==> config.mk <==
export PLATFORM = sky130hd
export DESIGN_NAME = wfc_cordic
export DESIGN_NICKNAME = d
export VERILOG_FILES = /design/src/wfc_pkg.sv /design/src/wfc_cordic.sv
export SDC_FILE = /design/constraint.sdc
export NUM_CORES = 1
export LEC_CHECK = 0
export BUFFER_PORTS_ARGS = -buffer_cell sky130_fd_sc_hd__buf_2
export CAP_MARGIN = 20
export CORE_MARGIN = 1
export CORE_UTILIZATION = 50
export DETAILED_ROUTE_END_ITERATION = 10
export PLACE_DENSITY_LB_ADDON = 0.15
export SYNTH_ARGS = -nofsm -noshare
export SYNTH_HDL_FRONTEND = slang
export SYNTH_SLANG_ARGS = --single-unit
==> constraint.sdc <==
create_clock -name clock -period 9.48 [get_ports clock]
set_input_delay 0.474 -clock clock [delete_from_list [all_inputs] [get_ports clock]]
set_output_delay 0.474 -clock clock [all_outputs]
set_load 0.03 [all_outputs]
==> src/wfc_pkg.sv <==
// package for the waypoint follow controller
// shared types, constants and the cordic angle table; no dependencies
package wfc_pkg;

   localparam logic [1:0] OP_LOAD = 2'd0;
   localparam logic [1:0] OP_POSE = 2'd1;
   localparam logic [1:0] OP_TICK = 2'd2;

   localparam logic [1:0] REG_ARRIVE = 2'd0;
   localparam logic [1:0] REG_HTOL   = 2'd1;
   localparam logic [1:0] REG_CRUISE = 2'd2;
   localparam logic [1:0] REG_GAIN   = 2'd3;

   localparam int CW = 40;   // cordic datapath width
   localparam logic signed [CW-1:0] PI_Q16     = 40'sd205887;
   localparam logic signed [CW-1:0] TWO_PI_Q16 = 40'sd411775;

   typedef struct packed {
      logic [1:0]         opcode;
      logic signed [31:0] pos_x;
      logic signed [31:0] pos_y;
      logic signed [15:0] orient_x;
      logic signed [15:0] orient_y;
      logic signed [15:0] orient_z;
      logic signed [15:0] orient_w;
      logic               plan_end;
   } req_type;

   typedef struct packed {
      logic signed [17:0] linear_speed;
      logic signed [19:0] turn_rate;
      logic               goal_reached;
      logic [7:0]         target_slot;
   } rsp_type;

   typedef struct packed {
      logic [1:0]  index;
      logic [31:0] data;
   } csr_type;

   function automatic logic signed [CW-1:0] atan_entry(input logic [4:0] i);
      logic signed [CW-1:0] r;
      r = '0;
      unique case (i)
         5'd0:  r = 40'sd51472;
         5'd1:  r = 40'sd30385;
         5'd2:  r = 40'sd16055;
         5'd3:  r = 40'sd8150;
         5'd4:  r = 40'sd4091;
         5'd5:  r = 40'sd2047;
         5'd6:  r = 40'sd1024;
         5'd7:  r = 40'sd512;
         5'd8:  r = 40'sd256;
         5'd9:  r = 40'sd128;
         5'd10: r = 40'sd64;
         5'd11: r = 40'sd32;
         5'd12: r = 40'sd16;
         5'd13: r = 40'sd8;
         5'd14: r = 40'sd4;
         5'd15: r = 40'sd2;
         5'd16: r = 40'sd1;
         default: r = '0;
      endcase
      return r;
   endfunction

endpackage

==> src/wfc_cordic.sv <==
// iterative vectoring cordic, one rotation per cycle, atan2 in q16
// depends on wfc_pkg
module wfc_cordic #(
   parameter int STEPS = 18
) (
   input  logic                          clock,
   input  logic                          reset,
   input  logic                          start,
   input  logic signed [wfc_pkg::CW-1:0] y_in,
   input  logic signed [wfc_pkg::CW-1:0] x_in,
   output logic                          done,
   output logic signed [wfc_pkg::CW-1:0] angle
);
   localparam int CW = wfc_pkg::CW;
   localparam int IW = (STEPS > 32) ? 6 : 5;

   logic signed [CW-1:0] x_ff, x_in_v, y_ff, y_in_v, z_ff, z_in;
   logic [IW:0]          i_ff, i_in;
   logic                 busy_ff, busy_in;
   logic signed [CW-1:0] xs, ys, zs;

   always_comb begin
      x_in_v  = x_ff;
      y_in_v  = y_ff;
      z_in    = z_ff;
      i_in    = i_ff;
      busy_in = busy_ff;
      xs = x_ff >>> i_ff[IW-1:0];
      ys = y_ff >>> i_ff[IW-1:0];
      zs = wfc_pkg::atan_entry(i_ff[4:0]);
      if (start) begin
         i_in    = '0;
         busy_in = 1'b1;
         if (x_in == '0 && y_in == '0) begin
            x_in_v = '0; y_in_v = '0; z_in = '0;
            busy_in = 1'b0;
         end else if (x_in < 0) begin
            z_in   = (y_in >= 0) ? wfc_pkg::PI_Q16 : -wfc_pkg::PI_Q16;
            x_in_v = -x_in;
            y_in_v = -y_in;
         end else begin
            z_in = '0; x_in_v = x_in; y_in_v = y_in;
         end
      end else if (busy_ff) begin
         if (y_ff >= 0) begin
            x_in_v = x_ff + ys; y_in_v = y_ff - xs; z_in = z_ff + zs;
         end else begin
            x_in_v = x_ff - ys; y_in_v = y_ff + xs; z_in = z_ff - zs;
         end
         i_in = i_ff + 1'b1;
         if (i_ff == (IW+1)'(STEPS - 1)) begin
            busy_in = 1'b0;
         end
      end
   end

   always_ff @(posedge clock) begin
      if (reset) begin
         busy_ff <= 1'b0;
         i_ff    <= '0;
      end else begin
         busy_ff <= busy_in;
         i_ff    <= i_in;
      end
      x_ff <= x_in_v;
      y_ff <= y_in_v;
      z_ff <= z_in;
   end

   assign done  = !busy_ff;
   assign angle = z_ff;
endmodule

# Word-level counts from Yosys, hierarchy flattened

Memories as Yosys holds them, arrays and structs flattened. A register that Yosys moved wholly into a read port is not among the register bits.
Index checks and enable logic that the tools add are counted.

Word-level logic and storage cells: 49
Memories kept: 1
Input port bits: 83
Register bits: 127
Output and inout bits: 41
Memory bits (read-only): 512

Memories:

| name            | words | width | read ports | clocked after memory_dff | write ports | line          | source |
|---|---|---|---|---|---|---|---|
| (no name shown) | 32    | 16    | 1          | 1                        | 0           | wfc_pkg.sv:44 | `unique case (i)` |

Add/subtract/negate cells: 9
Multiplexer cells: 22
Equality and inequality tests: 1
Shifts and indexed selects: 2
Order comparisons: 3
Reductions and logical operators: 6

Operators with widths:

| operator            | number |
|---|---|
| $mux 40             | 16 |
| $add 40x40->40      | 3 |
| $sub 40x40->40      | 3 |
| $ge 40x1->1 const B | 2 |
| $logic_not 40->1    | 2 |
| $neg 40->40         | 2 |
| $sshr 40x5->40      | 2 |
| $lt 40x1->1 const B | 1 |
| $mux 5              | 2 |
| $add 6x1->6 const B | 1 |
| $eq 6x5->1 const B  | 1 |
| $mux 1              | 4 |
| $reduce_bool 2->1   | 1 |
| $reduce_or 2->1     | 1 |
| $logic_and 1x1->1   | 1 |
| $logic_not 1->1     | 1 |

# Longest topological paths before layout

Word-level depth: 5
Gate-level depth with buffers: 29
Gate-level depth less buffers: 22

# Worst setup path after synthesis

Ideal clock, no wire load.

Path type: register to register
Start point: register i_ff[1]
End point: register x_ff[38], data pin
Stages on the path, launching flop included: 25
Setup time: 0.271 ns
Required time: 9.209 ns
Period minus slack after synthesis: 6.356 ns
Arrival: 6.085 ns
Setup slack: 3.124 ns
Path buffers: 5
Path through: dfxtp_1 buf_6 buf_6 buf_6 buf_4 buf_2 mux2_2 a222oi_1 o211ai_1 a22oi_2 and4bb_2 nor2b_1 nand3_1 or2_1 o41ai_1 xor2_1 ha_1 a21o_1 or4b_2 o21a_1 o41ai_1 o21ai_0 a311oi_1 xor2_1 o22ai_1

Longest elaborated chain between the ends: 5
Elaborated cells between the ends (all ways): 6
Those cells by class: add/sub: 2; shift: 1; mux: 3

Ends and longest elaborated chain:

| item                                                    | line                               | source |
|---|---|---|
| start: declaration                                      | wfc_cordic.sv:18                   | `logic [IW:0] i_ff, i_in;` |
| start signal: assignment                                | wfc_cordic.sv:63                   | `i_ff <= i_in;` |
| $sshr 40x5->40 (*)                                      | wfc_cordic.sv:29                   | `ys = y_ff >>> i_ff[IW-1:0];` |
| $sub 40x40->40 / $add 40x40->40 (equally long branches) | wfc_cordic.sv:48, wfc_cordic.sv:46 |  |
| $mux 40 (*)                                             | wfc_cordic.sv:45                   | `if (y_ff >= 0) begin` |
| $mux 40 (*)                                             | wfc_cordic.sv:44                   | `end else if (busy_ff) begin` |
| $mux 40 (*)                                             | wfc_cordic.sv:31                   | `if (start) begin` |
| via x_in_v[38]                                          | wfc_cordic.sv:17                   | `logic signed [CW-1:0] x_ff, x_in_v, y_ff, y_in_v, z_ff, z_in;` |
| end signal: assignment                                  | wfc_cordic.sv:65                   | `x_ff <= x_in_v;` |
| end: declaration                                        | wfc_cordic.sv:17                   |  |

The timed path passes the listed nets; every way through them passes the cells marked *. The select of a mux whose other input is x is not followed.
A chain may end at the register's enable or synchronous reset.

# Worst setup path after layout

Ends and elaborated chain as after synthesis.

==> impl_results.md <==
- Status: completed
- Measured slew at the worst slew-check pin: roughly 1.1 ns
- Post-synth EDFFs: 120
- Synth top area cells: edfxtp_1, mux4_2, ha_1
- Number of clock sinks: roughly 140
- CP Class: flip-flop to flip-flop
- Count leader, synth: nand2_1
- Final hold violation count: 0
- Ys Warns: 0
- Fill count: 4085
- Relative max-transition margin: 24.5%
- Syn-to-layout area delta: 6.08%
- Class of the tightest hold or removal check: input pin to flip-flop
- Core area: 0.0436 mm^2
- Number of remaining DRC errors: 0
- Max Slew Vio Count: 0
- Footprint of the multi-input gates: about 0.017 mm^2
- Mapped cell area: between 0.02 and 0.025 mm^2
- Final wirelength: around 83000 um
- Post-CTS Setup Bufs: 0
- Max Freq: ~130 MHz
- FF+latch count, synth: ~140
- Layout cells sized above 1: 15.8%
- Mux cell area share after synthesis: 17.3%
- Sequential Area: about 0.0041 mm^2
- Detailed Place HPWL: between 60000 and 70000 um
- Max-cap check violation count: 0
- Startpoint Class: flip-flop
- Period minus WS final: slightly below 8 ns
- Chip height: approximately 210 um
- Global Route Usage Sum: 36.8%
- Die span in x: roughly 210 um
- Gpl congestion: 1.02
- Post-Synth Adder-Cell Area: slightly above 8%
- Main combinational cell family by area after synthesis: compound AO/OA/AOI/OAI gates
- Vias after detailed routing: roughly 22000
- Clock slew at reported path FFs: approximately 0.07 ns
- Setup TNS: 0 ns
- CTS HTree Levels: 4
- Detail Route Antenna Nets: 0
- Top_reg_cell synth: edfxtp_1
- Cells after Synth: ~2600
- Fraction of registers with async set/reset: 0%
- Clock root buffer: clkbuf_16
- Required time of the worst setup path: approximately 9.7 ns
- Post-Syn Nets: roughly 2800
- Post-cts resize count: 0
- Vias in the first global route: between 20000 and 25000
- First-pass GRT wire length: around 130000 um
- Largest net degree at the start of global routing: approximately 80
- Sequential share of the synthesized area: between 10% and 20%
- Hold_sp: reset
- Clk buf depth: 2
- Fin cells: around 3200
- Die ar.: roughly 0.045 mm^2
- Clock skew: between 0.015 and 0.02 ns
- Arrival time at the worst endpoint: between 8 and 9 ns
- 1st-iter DRT viols: between 2000 and 2500
- Reg2reg start: i_ff[1]
- Worst r2r path cells: 19
- CTS tree: yes
- Synth cell types: 106
- Simple-gate area share of the yosys netlist: between 15 and 20%
- FP Rows: 76
- Routed WL per cell: approximately 26 um
- Critical Path Sink Type: flip-flop
- Mean Syn Cell Area: just under 9 um^2
- RSZ-0062 raised after global routing: false
- Hold EP: busy_ff
- Setup violators final: 0
- Placed cells: approximately 3100
- Port-buffer cells: ~120
- Initial antenna violation count: 2
- GRT overflow: 0
- Clk_lat worst skew: between 0.4 and 0.5 ns
- Compound-cell area share of the yosys netlist: 25.6%
- FF-to-FF End: x_ff[38]
- Synth area leader: edfxtp_1
- Ports: between 100 and 150
- XOR/XNOR Fraction of Synth Area: between 10% and 20%
- CTS Buf Count: 17
- Hold_buf cts: 0
- Commonest cells post-synth: nand2_1, o21ai_0, xor2_1
- Avg Vias per Cell: between 6 and 7
- Hold path depth: 2
- Initial core utilization: between 50 and 60%
- Reg-to-reg slack, setup: roughly 1.6 ns
- Area share of the largest cell type after synthesis: ~16%
- Detailed Routing Iterations Pass 1: 6
- Worst Path Max Fanout: 71
- Final Cycle Share: a little over four fifths
- Final net count: ~2800
==> how the worst max path moves through the flow <==
stage                to    start  cells after the start  slack [ns]
2_1_floorplan  x_ff[38]  i_ff[1]                     24        3.12
3_3_place_gp   x_ff[38]  i_ff[1]                     19        1.98
3_5_place_dp   x_ff[38]  i_ff[1]                     19        1.79
4_1_cts        x_ff[38]  i_ff[1]                     19        1.75
5_1_grt        y_ff[39]  i_ff[1]                     21        1.08
6_report       x_ff[38]  i_ff[1]                     19        1.57
==> cell usage in the layout, fill, tap and decap left out, drive strengths merged, types with 10 or more instances in the layout <==
master	instances
a22oi	16
a2111oi	11
edfxtp	120
ha	139
nand2b	50
mux2	76
or2	20
o211ai	26
buf	155
mux2i	98
or4	10
a21o	77
a221oi	13
inv	61
mux4	89
o21bai	20
dfxtp	23
o22ai	94
o32ai	10
nor2b	19
xor2	158
nor3	43
nor2	139
nand3	55
or3	34
a211oi	32
a211o	11
and2	18
o21a	29
nor4	12
o21ai	188
and3	13
o31ai	53
o41ai	21
a21oi	145
clkbuf	24
xnor2	105
nand2	200
nand4	19
a31oi	17
==> area by class of cell <==
type / instances / area share [%]
Antenna cell: 1 / 0.0106
Clock buffer: 23 / 2.39
Clock inverter: 9 / 0.323
Inverter: 59 / 0.937
Multi-Input combinational cell: 2195 / 72.3
Sequential cell: 143 / 17.3
Tap cell: 585 / 3.10
Timing Repair Buffer: 156 / 3.65
==> layer usage <==
layer | GRT usage [%] | share of wire [%]
met3 | 8.15 | 8.5
met2 | 57.3 | 45
met1 | 48.3 | 42
met4 | 17.7 | 4.5
met5 | 0 | 0.016
==> state kept, by name, indices dropped and copies added, names as in the netlist <==
| signal | count |
|---|---|
| x_ff | 40 |
| y_ff | 40 |
| busy_ff | 1 |
| zs | 16 |
| i_ff | 6 |
| angle | 40 |
==> worst max-delay path, cell delays in order, from the launching register on <==
cell and delay (ns):
dfxtp_4 1.02, buf_4 0.58, mux4_2 0.59, mux2i_1 0.19, o22ai_1 0.12, a221oi_1 0.62
nor4b_4 0.36, nand4b_2 0.22, or2_2 0.39, o21ai_0 0.22, xor2_1 0.23, ha_1 0.29
a21oi_1 0.26, or4b_2 0.61, o21a_1 0.20, o41ai_1 0.68, o21ai_0 0.36, a311oi_1 0.39
xor2_1 0.18, o22ai_1 0.09
==> cell families after synthesis <==
logic type,count (synthesis)
XOR/XNOR,263
multiplexers,263
AO/OA/AOI/OAI,854
buffers and inverters,223
AND/OR/NAND/NOR,673
adder cells (fa/ha/maj),142
flip-flops,143
==> stage by stage <==
step | utilization [%] | hold WS [ns] | cell area [um^2] | worst slack, ns
floorplan | - | 0.474 | 22300 | 3.12
finish | 54.3 | 0.207 | 23600 | 1.57
CTS | 54.2 | 0.182 | 23600 | 1.75
global placement | 52.8 | 0.495 | 23000 | 1.98
global route | 54.2 | 0.228 | 23600 | 1.08
detailed placement | 52.8 | 0.503 | 23000 | 1.79
Power is not shown: default switching activity piles up to over one toggle a cycle in this logic, so the estimate is an artifact.
